<file path="src/sv/bandlimited_square_table_gen_macros.svh">
// Assertion macros shared by the band-limited square table generator.
// Plain text macros only; no other files are needed.
`ifndef BANDLIMITED_SQUARE_TABLE_GEN_MACROS_SVH
`define BANDLIMITED_SQUARE_TABLE_GEN_MACROS_SVH

// Same-cycle implication, disabled while reset is asserted.
`define BSQ_ASSERT_IMPL(label, clk, rst_n, ante, cons, msg) \
    label: assert property (@(posedge clk) disable iff (!rst_n) (ante) |-> (cons)) \
        else $error(msg);

// Next-cycle implication, disabled while reset is asserted.
`define BSQ_ASSERT_NEXT(label, clk, rst_n, ante, cons, msg) \
    label: assert property (@(posedge clk) disable iff (!rst_n) (ante) |=> (cons)) \
        else $error(msg);

`endif

</file>
<file path="src/sv/bsq_pkg.sv">
// Package for the band-limited square table generator: sizes, fixed-point
// constants, the sequencer state type and the inter-module structs. No dependencies.
`default_nettype none

package bsq_pkg;

    // Table geometry and harmonic limits.
    localparam int unsigned TABLE_SIZE   = 2048;
    localparam int unsigned NUM_OCTAVES  = 8;
    localparam int unsigned MAX_HARMONIC = 2048;
    localparam int unsigned PHASE_W      = $clog2(TABLE_SIZE);
    localparam int unsigned TURN_SHIFT   = 16 - PHASE_W;

    // Configuration register.
    localparam int unsigned SR_W     = 18;
    localparam int unsigned SR_RESET = 44100;

    // floor(x / 55) for any 18-bit x is (x * 305041) >> 24.
    localparam int unsigned DIV55_MULT  = 305041;
    localparam int unsigned DIV55_SHIFT = 24;
    localparam int unsigned Q55_W       = 13;

    // Sine polynomial in Q24, argument in Q14.
    localparam int unsigned FRAC_SHIFT = 14;
    localparam int unsigned COEF_C7    = 78547;
    localparam int unsigned COEF_C5    = 1337020;
    localparam int unsigned COEF_C3    = 10837479;
    localparam int unsigned COEF_C1    = 26353589;
    localparam int unsigned QUARTER    = 16384;
    localparam int unsigned SINE_ROUND = 256;
    localparam int unsigned SINE_SHIFT = 9;
    localparam int unsigned SINE_MAX   = 32767;

    // Output scaling by 4/pi in Q16 and rounding to Q2.14.
    localparam int unsigned FOUR_OVER_PI_Q16 = 83443;
    localparam int unsigned ROUND_SHIFT      = 33;
    localparam int unsigned SAT_POS          = 32767;
    localparam int unsigned SAT_NEG_MAG      = 32768;

    // Shared multiplier operand widths.
    localparam int unsigned MUL_A_W = 25;
    localparam int unsigned MUL_B_W = 19;
    localparam int unsigned MUL_P_W = MUL_A_W + MUL_B_W;

    // Reciprocal divider: floor((65536 + floor(k/2)) / k), four quotient bits a cycle.
    localparam int unsigned RECIP_NUM   = 65536;
    localparam int unsigned RECIP_W     = 17;
    localparam int unsigned DIV_BITS    = 4;
    localparam int unsigned DIV_CYCLES  = 5;

    typedef enum logic [3:0] {
        S_IDLE,
        S_KM,
        S_KMX,
        S_START,
        S_M7,
        S_M5,
        S_M3,
        S_M1,
        S_MR,
        S_ACC,
        S_SC0,
        S_SC1,
        S_SC2,
        S_SC3
    } t_state;

    typedef struct packed {
        logic [MUL_A_W-1:0] a;
        logic [MUL_B_W-1:0] b;
    } t_mul_req;

    typedef struct packed {
        logic               done;
        logic [RECIP_W-1:0] recip;
    } t_div_sts;

endpackage

`default_nettype wire

</file>
<file path="src/sv/bsq_mul.sv">
// Shared unsigned multiplier with a registered product.
// Depends on bsq_pkg for operand widths and the request struct.
`default_nettype none

module bsq_mul (
    input  wire logic                          i_clk,
    input  wire bsq_pkg::t_mul_req             i_req,
    output logic [bsq_pkg::MUL_P_W-1:0]        o_prod
);

    logic [bsq_pkg::MUL_P_W-1:0] r_prod;

    always_ff @(posedge i_clk) begin
        r_prod <= bsq_pkg::MUL_P_W'(i_req.a) * bsq_pkg::MUL_P_W'(i_req.b);
    end

    assign o_prod = r_prod;

endmodule

`default_nettype wire

</file>
<file path="src/sv/bsq_div.sv">
// Radix-16 restoring divider that forms the Q16 reciprocal of one harmonic number.
// Depends on bsq_pkg and on the assertion macro header.
`default_nettype none
`include "bandlimited_square_table_gen_macros.svh"

module bsq_div #(
    parameter int unsigned K_W = $clog2(bsq_pkg::MAX_HARMONIC + 3)
) (
    input  wire logic              i_clk,
    input  wire logic              i_rst_n,
    input  wire logic              i_start,
    input  wire logic [K_W-1:0]    i_k,
    output bsq_pkg::t_div_sts      o_sts
);

    localparam int unsigned DVD_W = bsq_pkg::DIV_BITS * bsq_pkg::DIV_CYCLES;
    localparam int unsigned CNT_W = $clog2(bsq_pkg::DIV_CYCLES + 1);

    logic [K_W-1:0]   r_k;
    logic [K_W-1:0]   r_rem;
    logic [DVD_W-1:0] r_dvd;
    logic [DVD_W-1:0] r_quo;
    logic [CNT_W-1:0] r_cnt;
    logic             r_busy;
    logic             r_done;

    logic [K_W-1:0]   step_k;
    logic [K_W-1:0]   step_rem;
    logic [DVD_W-1:0] step_dvd;
    logic [DVD_W-1:0] step_quo;

    // A start request performs the first group of quotient bits at once.
    always_comb begin
        logic [K_W:0] rem_wide;
        step_k   = i_start ? i_k : r_k;
        step_rem = i_start ? '0 : r_rem;
        step_dvd = i_start ? (DVD_W'(bsq_pkg::RECIP_NUM) + DVD_W'(i_k >> 1)) : r_dvd;
        step_quo = i_start ? '0 : r_quo;
        for (int j = 0; j < bsq_pkg::DIV_BITS; j++) begin
            rem_wide = {step_rem, step_dvd[DVD_W-1]};
            step_dvd = step_dvd << 1;
            if (rem_wide >= {1'b0, step_k}) begin
                rem_wide = rem_wide - {1'b0, step_k};
                step_quo = {step_quo[DVD_W-2:0], 1'b1};
            end else begin
                step_quo = {step_quo[DVD_W-2:0], 1'b0};
            end
            step_rem = rem_wide[K_W-1:0];
        end
    end

    always_ff @(posedge i_clk) begin
        if (!i_rst_n) begin
            r_busy <= 1'b0;
            r_done <= 1'b0;
            r_cnt  <= '0;
        end else if (i_start) begin
            r_busy <= 1'b1;
            r_done <= 1'b0;
            r_cnt  <= CNT_W'(1);
        end else if (r_busy) begin
            r_cnt <= r_cnt + CNT_W'(1);
            if (r_cnt == CNT_W'(bsq_pkg::DIV_CYCLES - 1)) begin
                r_busy <= 1'b0;
                r_done <= 1'b1;
            end
        end
    end

    always_ff @(posedge i_clk) begin
        if (i_start || r_busy) begin
            r_k   <= step_k;
            r_rem <= step_rem;
            r_dvd <= step_dvd;
            r_quo <= step_quo;
        end
    end

    assign o_sts.done  = r_done;
    assign o_sts.recip = r_quo[bsq_pkg::RECIP_W-1:0];

    `BSQ_ASSERT_NEXT(a_div_start_clears_done, i_clk, i_rst_n, i_start, !r_done, "divider reports done right after a start")
    `BSQ_ASSERT_NEXT(a_div_done_holds, i_clk, i_rst_n, r_done && !i_start, r_done, "divider result dropped without a new start")

endmodule

`default_nettype wire

</file>
<file path="src/sv/bandlimited_square_table_gen.sv">
// Top level of the band-limited square table generator: sequencer, accumulator,
// output register and configuration register. Depends on bsq_pkg, bsq_mul, bsq_div and the macro header.
//
// Usage. A request on the input channel (i_in_valid, o_in_stall) carries an
// octave and a table position n. The block answers with one signed Q2.14 sample
// of the band-limited square wave for that octave on the output channel
// (o_out_valid, i_out_stall). A request is taken when valid is high and stall
// is low; o_in_stall is high from the cycle after a request is taken until the
// sequencer is back in idle.
// Timing. With T the number of odd harmonics kept (T = (km + 1) / 2), a request
// runs through the harmonic limit km, T harmonic passes and the 4/pi scaling;
// the next request is taken only once the sequencer is back in idle. The pace is
// set by the single shared multiplier: each harmonic needs six dependent
// products (five for the sine polynomial, one for the reciprocal weight) and
// one accumulate step, while the reciprocal divider runs alongside.
// At 44100 Hz octave 0 keeps 200 harmonics.
// Reset. The synchronous reset returns the sequencer to idle, empties the
// output register and loads the sample rate with 44100. No clearing pass.
// Stall. A finished result waits in the output register while the receiver
// stalls; a new request may be taken meanwhile, and its result is held back in
// the last step until the register is free.
// Configuration. The sample rate is written over (i_cfg_valid, o_cfg_ready); the user
// must write it only while the block is idle, which the block does not enforce. Ready is always high.
`default_nettype none
`include "bandlimited_square_table_gen_macros.svh"

module bandlimited_square_table_gen #(
    parameter int unsigned MAX_HARMONIC = bsq_pkg::MAX_HARMONIC
) (
    input  wire logic                      i_clk,
    input  wire logic                      i_rst_n,

    input  wire logic                      i_in_valid,
    output logic                           o_in_stall,
    input  wire logic [2:0]                i_octave,
    input  wire logic [10:0]               i_sample_index,

    output logic                           o_out_valid,
    input  wire logic                      i_out_stall,
    output logic signed [15:0]             o_sample_value,

    input  wire logic                      i_cfg_valid,
    output logic                           o_cfg_ready,
    input  wire logic [bsq_pkg::SR_W-1:0]  i_cfg_data
);

    localparam int unsigned K_W     = $clog2(MAX_HARMONIC + 3);
    // Each term stays below 2^31; the sum of all terms bounds the magnitude.
    localparam int unsigned MAG_W   = 31 + $clog2((MAX_HARMONIC + 1) / 2 + 1);
    localparam int unsigned ACC_W   = MAG_W + 1;
    localparam int unsigned P_W     = MAG_W + 18;
    localparam int unsigned PLO_W   = 43;
    localparam int unsigned PH_W    = bsq_pkg::PHASE_W;
    localparam int unsigned IDX_W   = 12;
    localparam int unsigned OCT_MAX = bsq_pkg::NUM_OCTAVES - 1;
    localparam int unsigned SPLIT   = bsq_pkg::MUL_A_W;

    bsq_pkg::t_state r_state, n_state;

    logic [bsq_pkg::SR_W-1:0] r_sample_rate;
    logic [2:0]               r_oct, n_oct;
    logic [PH_W-1:0]          r_phase, n_phase;
    logic [PH_W-1:0]          r_step, n_step;
    logic [K_W-1:0]           r_k, n_k;
    logic [K_W-1:0]           r_km, n_km;
    logic [14:0]              r_z, n_z;
    logic [14:0]              r_z2, n_z2;
    logic                     r_qneg, n_qneg;
    logic [ACC_W-1:0]         r_acc, n_acc;
    logic                     r_neg, n_neg;
    logic [PLO_W-1:0]         r_plo, n_plo;
    logic [15:0]              r_out, n_out;
    logic                     r_out_valid, n_out_valid;

    bsq_pkg::t_mul_req              mul_req;
    logic [bsq_pkg::MUL_P_W-1:0]    prod;
    logic                           div_start;
    bsq_pkg::t_div_sts              div_sts;

    // Helper values derived from registers, the multiplier product and the sample index input.
    logic [IDX_W-1:0]        idx;
    logic [15:0]             turn;
    logic [14:0]             z;
    logic [bsq_pkg::Q55_W-1:0] q55;
    logic [bsq_pkg::Q55_W-1:0] km_raw;
    logic [K_W-1:0]          km_clamped;
    logic [30:0]             sine_round;
    logic [14:0]             sine_mag;
    logic [P_W-1:0]          scaled;
    logic [P_W-1:0]          out_mag;
    logic [16:0]             neg_mag;

    bsq_mul u_mul (
        .i_clk  (i_clk),
        .i_req  (mul_req),
        .o_prod (prod)
    );

    bsq_div #(
        .K_W (K_W)
    ) u_div (
        .i_clk   (i_clk),
        .i_rst_n (i_rst_n),
        .i_start (div_start),
        .i_k     (r_k),
        .o_sts   (div_sts)
    );

    always_comb begin
        idx  = IDX_W'(i_sample_index) + IDX_W'(1);
        turn = 16'(r_phase) << bsq_pkg::TURN_SHIFT;
        // Quadrants one and three run the first quadrant backwards.
        z = turn[14] ? (15'(bsq_pkg::QUARTER) - {1'b0, turn[13:0]}) : {1'b0, turn[13:0]};

        q55    = bsq_pkg::Q55_W'(prod >> bsq_pkg::DIV55_SHIFT);
        km_raw = q55 >> (4'(r_oct) + 4'd1);
        km_clamped = (32'(km_raw) > MAX_HARMONIC) ? K_W'(MAX_HARMONIC) : K_W'(km_raw);

        sine_round = (31'(prod >> bsq_pkg::FRAC_SHIFT) + 31'(bsq_pkg::SINE_ROUND))
                     >> bsq_pkg::SINE_SHIFT;
        sine_mag   = (sine_round > 31'(bsq_pkg::SINE_MAX)) ? 15'(bsq_pkg::SINE_MAX)
                                                           : 15'(sine_round);

        scaled  = (P_W'(prod) << SPLIT) + P_W'(r_plo);
        out_mag = scaled >> bsq_pkg::ROUND_SHIFT;
        neg_mag = (out_mag > P_W'(bsq_pkg::SAT_NEG_MAG)) ? 17'(bsq_pkg::SAT_NEG_MAG)
                                                          : 17'(out_mag);
    end

    // Sequencer: next state, shared-unit requests and datapath next values.
    always_comb begin
        n_state     = r_state;
        n_oct       = r_oct;
        n_phase     = r_phase;
        n_step      = r_step;
        n_k         = r_k;
        n_km        = r_km;
        n_z         = r_z;
        n_z2        = r_z2;
        n_qneg      = r_qneg;
        n_acc       = r_acc;
        n_neg       = r_neg;
        n_plo       = r_plo;
        n_out       = r_out;
        n_out_valid = r_out_valid && i_out_stall;
        mul_req     = '0;
        div_start   = 1'b0;

        case (r_state)
            bsq_pkg::S_IDLE: begin
                if (i_in_valid) begin
                    n_oct   = ({1'b0, i_octave} > 4'(OCT_MAX)) ? 3'(OCT_MAX) : i_octave;
                    n_phase = PH_W'(idx);
                    n_step  = PH_W'(idx << 1);
                    n_state = bsq_pkg::S_KM;
                end
            end
            bsq_pkg::S_KM: begin
                mul_req.a = bsq_pkg::MUL_A_W'(r_sample_rate);
                mul_req.b = bsq_pkg::MUL_B_W'(bsq_pkg::DIV55_MULT);
                n_state   = bsq_pkg::S_KMX;
            end
            bsq_pkg::S_KMX: begin
                n_km    = km_clamped;
                n_k     = K_W'(1);
                n_acc   = '0;
                n_state = bsq_pkg::S_START;
            end
            bsq_pkg::S_START: begin
                if (r_k > r_km) begin
                    n_state = bsq_pkg::S_SC0;
                end else begin
                    div_start = 1'b1;
                    mul_req.a = bsq_pkg::MUL_A_W'(z);
                    mul_req.b = bsq_pkg::MUL_B_W'(z);
                    n_z       = z;
                    n_qneg    = turn[15];
                    n_state   = bsq_pkg::S_M7;
                end
            end
            bsq_pkg::S_M7: begin
                n_z2      = 15'(prod >> bsq_pkg::FRAC_SHIFT);
                mul_req.a = bsq_pkg::MUL_A_W'(bsq_pkg::COEF_C7);
                mul_req.b = bsq_pkg::MUL_B_W'(prod >> bsq_pkg::FRAC_SHIFT);
                n_state   = bsq_pkg::S_M5;
            end
            bsq_pkg::S_M5: begin
                mul_req.a = bsq_pkg::MUL_A_W'(bsq_pkg::COEF_C5)
                            - bsq_pkg::MUL_A_W'(prod >> bsq_pkg::FRAC_SHIFT);
                mul_req.b = bsq_pkg::MUL_B_W'(r_z2);
                n_state   = bsq_pkg::S_M3;
            end
            bsq_pkg::S_M3: begin
                mul_req.a = bsq_pkg::MUL_A_W'(bsq_pkg::COEF_C3)
                            - bsq_pkg::MUL_A_W'(prod >> bsq_pkg::FRAC_SHIFT);
                mul_req.b = bsq_pkg::MUL_B_W'(r_z2);
                n_state   = bsq_pkg::S_M1;
            end
            bsq_pkg::S_M1: begin
                mul_req.a = bsq_pkg::MUL_A_W'(bsq_pkg::COEF_C1)
                            - bsq_pkg::MUL_A_W'(prod >> bsq_pkg::FRAC_SHIFT);
                mul_req.b = bsq_pkg::MUL_B_W'(r_z);
                n_state   = bsq_pkg::S_MR;
            end
            bsq_pkg::S_MR: begin
                // The divider finished its last quotient bits during the polynomial.
                mul_req.a = bsq_pkg::MUL_A_W'(div_sts.recip);
                mul_req.b = bsq_pkg::MUL_B_W'(sine_mag);
                n_state   = bsq_pkg::S_ACC;
            end
            bsq_pkg::S_ACC: begin
                n_acc   = r_qneg ? (r_acc - ACC_W'(prod[31:0])) : (r_acc + ACC_W'(prod[31:0]));
                n_k     = r_k + K_W'(2);
                n_phase = r_phase + r_step;
                n_state = bsq_pkg::S_START;
            end
            bsq_pkg::S_SC0: begin
                n_neg   = r_acc[ACC_W-1];
                n_acc   = r_acc[ACC_W-1] ? (ACC_W'(0) - r_acc) : r_acc;
                n_state = bsq_pkg::S_SC1;
            end
            bsq_pkg::S_SC1: begin
                mul_req.a = r_acc[SPLIT-1:0];
                mul_req.b = bsq_pkg::MUL_B_W'(bsq_pkg::FOUR_OVER_PI_Q16);
                n_state   = bsq_pkg::S_SC2;
            end
            bsq_pkg::S_SC2: begin
                // Low partial product plus the rounding bias for the final shift.
                n_plo     = PLO_W'(prod) + (PLO_W'(1) << (bsq_pkg::ROUND_SHIFT - 1));
                mul_req.a = bsq_pkg::MUL_A_W'(r_acc >> SPLIT);
                mul_req.b = bsq_pkg::MUL_B_W'(bsq_pkg::FOUR_OVER_PI_Q16);
                n_state   = bsq_pkg::S_SC3;
            end
            bsq_pkg::S_SC3: begin
                // The high partial product is asked for again every cycle, so it is
                // still there when the result has to wait for the output register.
                mul_req.a = bsq_pkg::MUL_A_W'(r_acc >> SPLIT);
                mul_req.b = bsq_pkg::MUL_B_W'(bsq_pkg::FOUR_OVER_PI_Q16);
                if (!r_out_valid || !i_out_stall) begin
                    if (r_neg) begin
                        n_out = 16'(17'(0) - neg_mag);
                    end else if (out_mag > P_W'(bsq_pkg::SAT_POS)) begin
                        n_out = 16'(bsq_pkg::SAT_POS);
                    end else begin
                        n_out = 16'(out_mag);
                    end
                    n_out_valid = 1'b1;
                    n_state     = bsq_pkg::S_IDLE;
                end
            end
            default: begin
                n_state = bsq_pkg::S_IDLE;
            end
        endcase
    end

    always_ff @(posedge i_clk) begin
        if (!i_rst_n) begin
            r_state <= bsq_pkg::S_IDLE;
        end else begin
            r_state <= n_state;
        end
    end

    always_ff @(posedge i_clk) begin
        if (!i_rst_n) begin
            r_out_valid   <= 1'b0;
            r_sample_rate <= bsq_pkg::SR_W'(bsq_pkg::SR_RESET);
        end else begin
            r_out_valid <= n_out_valid;
            if (i_cfg_valid && o_cfg_ready) begin
                r_sample_rate <= i_cfg_data;
            end
        end
    end

    always_ff @(posedge i_clk) begin
        r_oct   <= n_oct;
        r_phase <= n_phase;
        r_step  <= n_step;
        r_k     <= n_k;
        r_km    <= n_km;
        r_z     <= n_z;
        r_z2    <= n_z2;
        r_qneg  <= n_qneg;
        r_acc   <= n_acc;
        r_neg   <= n_neg;
        r_plo   <= n_plo;
        r_out   <= n_out;
    end

    assign o_in_stall     = (r_state != bsq_pkg::S_IDLE);
    assign o_out_valid    = r_out_valid;
    assign o_sample_value = r_out;
    assign o_cfg_ready    = 1'b1;

    `BSQ_ASSERT_IMPL(a_recip_ready, i_clk, i_rst_n, r_state == bsq_pkg::S_MR, div_sts.done, "reciprocal not ready when the weight product is issued")
    `BSQ_ASSERT_NEXT(a_result_waits, i_clk, i_rst_n, r_state == bsq_pkg::S_SC3 && r_out_valid && i_out_stall, r_state == bsq_pkg::S_SC3 && r_out_valid, "result written over a waiting one")

endmodule

`default_nettype wire
</file>
<file path="config.mk">
export PLATFORM = sky130hd
export DESIGN_NAME = bandlimited_square_table_gen
export DESIGN_NICKNAME = d
export VERILOG_FILES = /design/src/sv/bsq_pkg.sv /design/src/sv/bsq_mul.sv /design/src/sv/bsq_div.sv /design/src/sv/bandlimited_square_table_gen.sv
export VERILOG_INCLUDE_DIRS = /design/src /design/src/sv
export SDC_FILE = /design/constraint.sdc
export NUM_CORES = 2
export LEC_CHECK = 0
export BUFFER_PORTS_ARGS = -buffer_cell sky130_fd_sc_hd__buf_4
export CORE_ASPECT_RATIO = 1.2
export CORE_MARGIN = 5
export CORE_UTILIZATION = 53
export CTS_BUF_LIST = sky130_fd_sc_hd__clkbuf_16
export CTS_CLUSTER_DIAMETER = 80
export DETAILED_ROUTE_END_ITERATION = 6
export PLACE_DENSITY = 0.72
export SYNTH_ARGS = -nofsm -noshare
export SYNTH_HDL_FRONTEND = slang
export SYNTH_SLANG_ARGS = --single-unit
</file>
<file path="constraint.sdc">
create_clock -name i_clk -period 11.1 [get_ports i_clk]
set_input_delay 0.555 -clock i_clk [delete_from_list [all_inputs] [get_ports i_clk]]
set_output_delay 0.555 -clock i_clk [all_outputs]
set_load 0.02 [all_outputs]
</file>
==> run summary <==
The area growth from synthesis to layout is 10.2%. Sorting the synthesized cells by area gives the leading types as sky130_fd_sc_hd__fa_1 (22%), sky130_fd_sc_hd__edfxtp_1 (17%), sky130_fd_sc_hd__ha_1 (9.5%). The compound-cell area share of the yosys netlist is 0.144, and the final-report max-slew violation count is 0. The non-filler instance count after layout is 5267. The tools report the distinct cell type count after synthesis as 94. The worst hold path begins at i_octave[2]. TritonCTS built the clock tree.

The first-iteration detailed-routing DRC count was 2863; the clock insertion delay at the later pin of the skew report was 0.58 ns. The routed design has 118000 um of wire. The multiplexer fraction of the synthesized cell area works out to 0.0179.

Entering global routing, the biggest net connects 55 pins. In the post-synthesis netlist, the cell with the most instances is sky130_fd_sc_hd__inv_1. Tracing the worst setup path back leads to its startpoint at r_k[9].

The run gives 0.0188 ns as the maximum clock skew at final layout. The remaining max-slew budget at the tightest pin is 0.222. For the finished layout, the period the worst path requires is 10.61 ns.

The tools report the worst-case setup slack after placement as -0.100 ns. The flow ran to the end, and the final reports show no timing, DRC or antenna violations. The worst setup path is captured at a flop.

After synthesis, the largest family of logic cells by area is adder cells. The I/O pin total is 56. The die extent in y is 298 um, and the final setup slack of the worst path is 0.490 ns. In this run, CTS created clock tree buffers numbering 37.

In this run the power density over the cells is 313 nW/um^2. The run gives 3 as the maximum buffer depth of the clock tree. The site row count is 105, and the peak supply drop is 0.00154 V. The count of yosys warnings during synthesis was 0.

The tools report the top achievable clock speed as 94.3 MHz. Critical path's slowest cell: sky130_fd_sc_hd__a2111oi_4. The fraction of synthesis flops using an asynchronous set or reset pin was 0. In this run, placement finished with an instance count of 5176. The count of buffers added on input and output ports is 54. The run gives 0.311 as the aggregate global-route resource usage. Synthesis inferred 279 register bits. Among the stages of the critical path, the cell type that occurs most often is sky130_fd_sc_hd__ha_1.

In this run the cell area measured after placement is 38700 um^2. The run gives 0.589 as the utilization after layout. Dividing the synthesized area by the synthesized cell count gives 8.65 um^2. Number of buffers added to fix hold violations after cts: 0.

The average via count per standard cell works out to 5.97. The buffers plus inverters on the worst setup path was 6; the wire length per cell after detailed routing was 22.4 um. At the worst endpoint, the arrival time is 10.94 ns. Grouping stages by cell kind, the critical path spends the most delay in compound AO/OA/AOI/OAI gates.

The congestion estimate from routability-driven global placement came to 1.07. The remaining routing DRC violations came out at 0. The critical register-to-register path startpoint was r_k[9]. Count of mapped cells out of synthesis: 4226. The total of max-cap violations was 0; the share of layout cells above drive strength 1 was 0.0847.

The run gives 40300 um^2 as the final cell area excluding filler cells. The area of the die came out at 74300 um^2. The post-route clock period utilization works out to 0.956. For the number of nets with antenna violations after routing, the log shows 0.

The maximum fanout along the worst path came out at 9. The first detailed-routing pass ran for 6 iterations. For the initial standard-cell utilization of the core, the log shows 0.534. Setup violations remaining at the end of the flow were counted as 0.

The first global-routing pass estimated 181000 um of wire. Summed over all nets, the half-perimeter wirelength after detailed placement is 93800 um. sky130_fd_sc_hd__fa_1 takes more of the synthesized area than any other cell. The worst setup path is launched from a flop. The xor and xnor fraction of the mapped netlist area was 0.0663. In this design, the stage delay of the slowest critical-path cell is 0.48 ns.

The tools report the core area as 68400 um^2. The tree is rooted in a sky130_fd_sc_hd__clkbuf_16. By startpoint and endpoint, the worst setup path is classified as reg2reg. The final number of hold-violating endpoints came out at 0. The sequential share of the synthesized area was 0.210; the via count of the first global-routing pass was 31200. The most common flop cell mapped by yosys was sky130_fd_sc_hd__edfxtp_1.

Critical path data required time: 11.43 ns. The run gives 2 as the count of H-tree levels built during CTS. The type of the tightest min-delay check was in2reg. The number of enable flip-flop cells after synthesis was 208; the clock-pin slew on the worst setup and hold paths was 0.06 ns.

After synthesis the cells add up to 36600 um^2. The total power of the final layout came out at 12.6 mW. The horizontal extent of the die was 250 um. The final global-route overflow total is 0, and the CTS sink count is 279.

The routed layout has 31500 vias. The area fraction of the dominant cell type after synthesis works out to 0.217. The adder-cell share of the synthesized area is 0.313, and the leakage power figure is 18.1 nW. The net total in the final layout is 5039, and the simple-gate share of the synthesized area is 0.171. In the synthesized netlist, the cells that appear most often are sky130_fd_sc_hd__inv_1 (568), sky130_fd_sc_hd__nand2_1 (516), sky130_fd_sc_hd__fa_1 (396), sky130_fd_sc_hd__nor2_1 (353), sky130_fd_sc_hd__ha_1 (279). The tools report the initial antenna violation count as 2. At the pin with the least slew margin, the transition time is 1.17 ns.
[cell usage in the layout (no fill, tap or decap), types with 10 or more instances in the layout]
master / instances
sky130_fd_sc_hd__a22oi_1: 29
sky130_fd_sc_hd__xnor2_1: 161
sky130_fd_sc_hd__clkbuf_16: 39
sky130_fd_sc_hd__o21bai_1: 10
sky130_fd_sc_hd__and2_1: 80
sky130_fd_sc_hd__nand2_1: 516
sky130_fd_sc_hd__fa_1: 396
sky130_fd_sc_hd__edfxtp_1: 208
sky130_fd_sc_hd__nand4_1: 23
sky130_fd_sc_hd__inv_1: 573
sky130_fd_sc_hd__a21boi_0: 16
sky130_fd_sc_hd__o21a_1: 29
sky130_fd_sc_hd__and3_1: 33
sky130_fd_sc_hd__or2_2: 10
sky130_fd_sc_hd__dfxtp_1: 70
sky130_fd_sc_hd__a211oi_1: 21
sky130_fd_sc_hd__a21oi_2: 11
sky130_fd_sc_hd__clkinv_1: 12
sky130_fd_sc_hd__nor2b_1: 50
sky130_fd_sc_hd__conb_1: 31
sky130_fd_sc_hd__nor3_1: 65
sky130_fd_sc_hd__buf_4: 211
sky130_fd_sc_hd__nand2b_1: 48
sky130_fd_sc_hd__o31ai_1: 14
sky130_fd_sc_hd__o21ai_0: 124
sky130_fd_sc_hd__xor2_1: 114
sky130_fd_sc_hd__a21o_1: 93
sky130_fd_sc_hd__a31oi_1: 29
sky130_fd_sc_hd__nor4_1: 28
sky130_fd_sc_hd__o211ai_1: 26
sky130_fd_sc_hd__nand3_1: 87
sky130_fd_sc_hd__nor2_1: 351
sky130_fd_sc_hd__a21oi_1: 232
sky130_fd_sc_hd__or3_1: 23
sky130_fd_sc_hd__nor3_2: 10
sky130_fd_sc_hd__o22ai_1: 48
sky130_fd_sc_hd__mux2i_1: 53
sky130_fd_sc_hd__ha_1: 271
[flip-flops by register name, indices dropped and copies added, names as in the netlist, 3 cells and up]
register	count
r_acc	43
u_div.r_k	12
r_k	11
r_oct	3
o_sample_value	16
u_div.r_quo	17
r_step	10
r_z2	15
u_mul.o_prod	44
r_phase	11
u_div.r_dvd	16
r_z	10
r_sample_rate	18
r_plo	18
u_div.r_rem	12
u_div.r_cnt	3
r_state	4
r_km	12
[timing repair]
action | CTS | global route
hold endpoints to repair | 0 | 0
pin swaps | 1 | 12
resized for setup | 1 | 38
setup buffers | 1 | 18
gates cloned | 0 | 2
endpoints found under the setup margin | 9 | 13
[logic make-up (layout without fill, tap and decap cells)]
| family | Yosys count | count (layout) |
|---|---|---|
| buffers and inverters | 757 | 858 |
| adders and majority gates | 676 | 676 |
| AOI/OAI and AO/OA | 806 | 806 |
| DFF | 279 | 279 |
| muxes | 63 | 63 |
| xor gates and xnor gates | 276 | 276 |
| other | 2 | 33 |
| and+or+nand+nor | 1367 | 1367 |
[stage by stage]
| step | TNS [ns] | hold WS, ns |
|---|---|---|
| 2_1_floorplan | 0 | 0.403 |
| 3_3_place_gp | -0.0422 | 0.469 |
| 3_5_place_dp | -0.430 | 0.472 |
| 4_1_cts | 0 | 0.135 |
| 5_1_grt | -0.453 | 0.139 |
| 6_report | 0 | 0.158 |
[layer usage]
layer | wire length (um) | track usage
met2 | 56200 | 0.524
met4 | 8390 | 0.176
met1 | 44300 | 0.382
met3 | 8920 | 0.0448
met5 | 0 | 0
[worst paths after layout]
| check | to | slack [ns] | cells after the start |
|---|---|---|---|
| hold reg to reg | r_sample_rate[13] | 0.49 | 2 |
| setup reg to reg | u_div.r_rem[4] | 0.49 | 47 |
| setup / recovery | u_div.r_rem[4] | 0.49 | 47 |
| hold / removal | r_oct[2] | 0.16 | 1 |
[final cells by class]
class	count	area [um^2]
Antenna cell	2	5.00
Clock buffer	37	926
Clock inverter	31	314
Fill cell	6039	28200
Inverter	575	2170
Multi-Input combinational cell	3219	26400
Sequential cell	279	7670
Tap cell	909	1140
Timing Repair Buffer	215	1660
[report_power, final]
| part | switching (mW) | internal (mW) | leakage (nW) |
|---|---|---|---|
| Sequential | 0.273 | 1.54 | 2.51 |
| Combinational | 5.64 | 3.91 | 15.0 |
| Clock | 0.528 | 0.714 | 0.621 |
| Total | 6.44 | 6.16 | 18.1 |
Note: power is estimated with default switching activity, not from simulation.
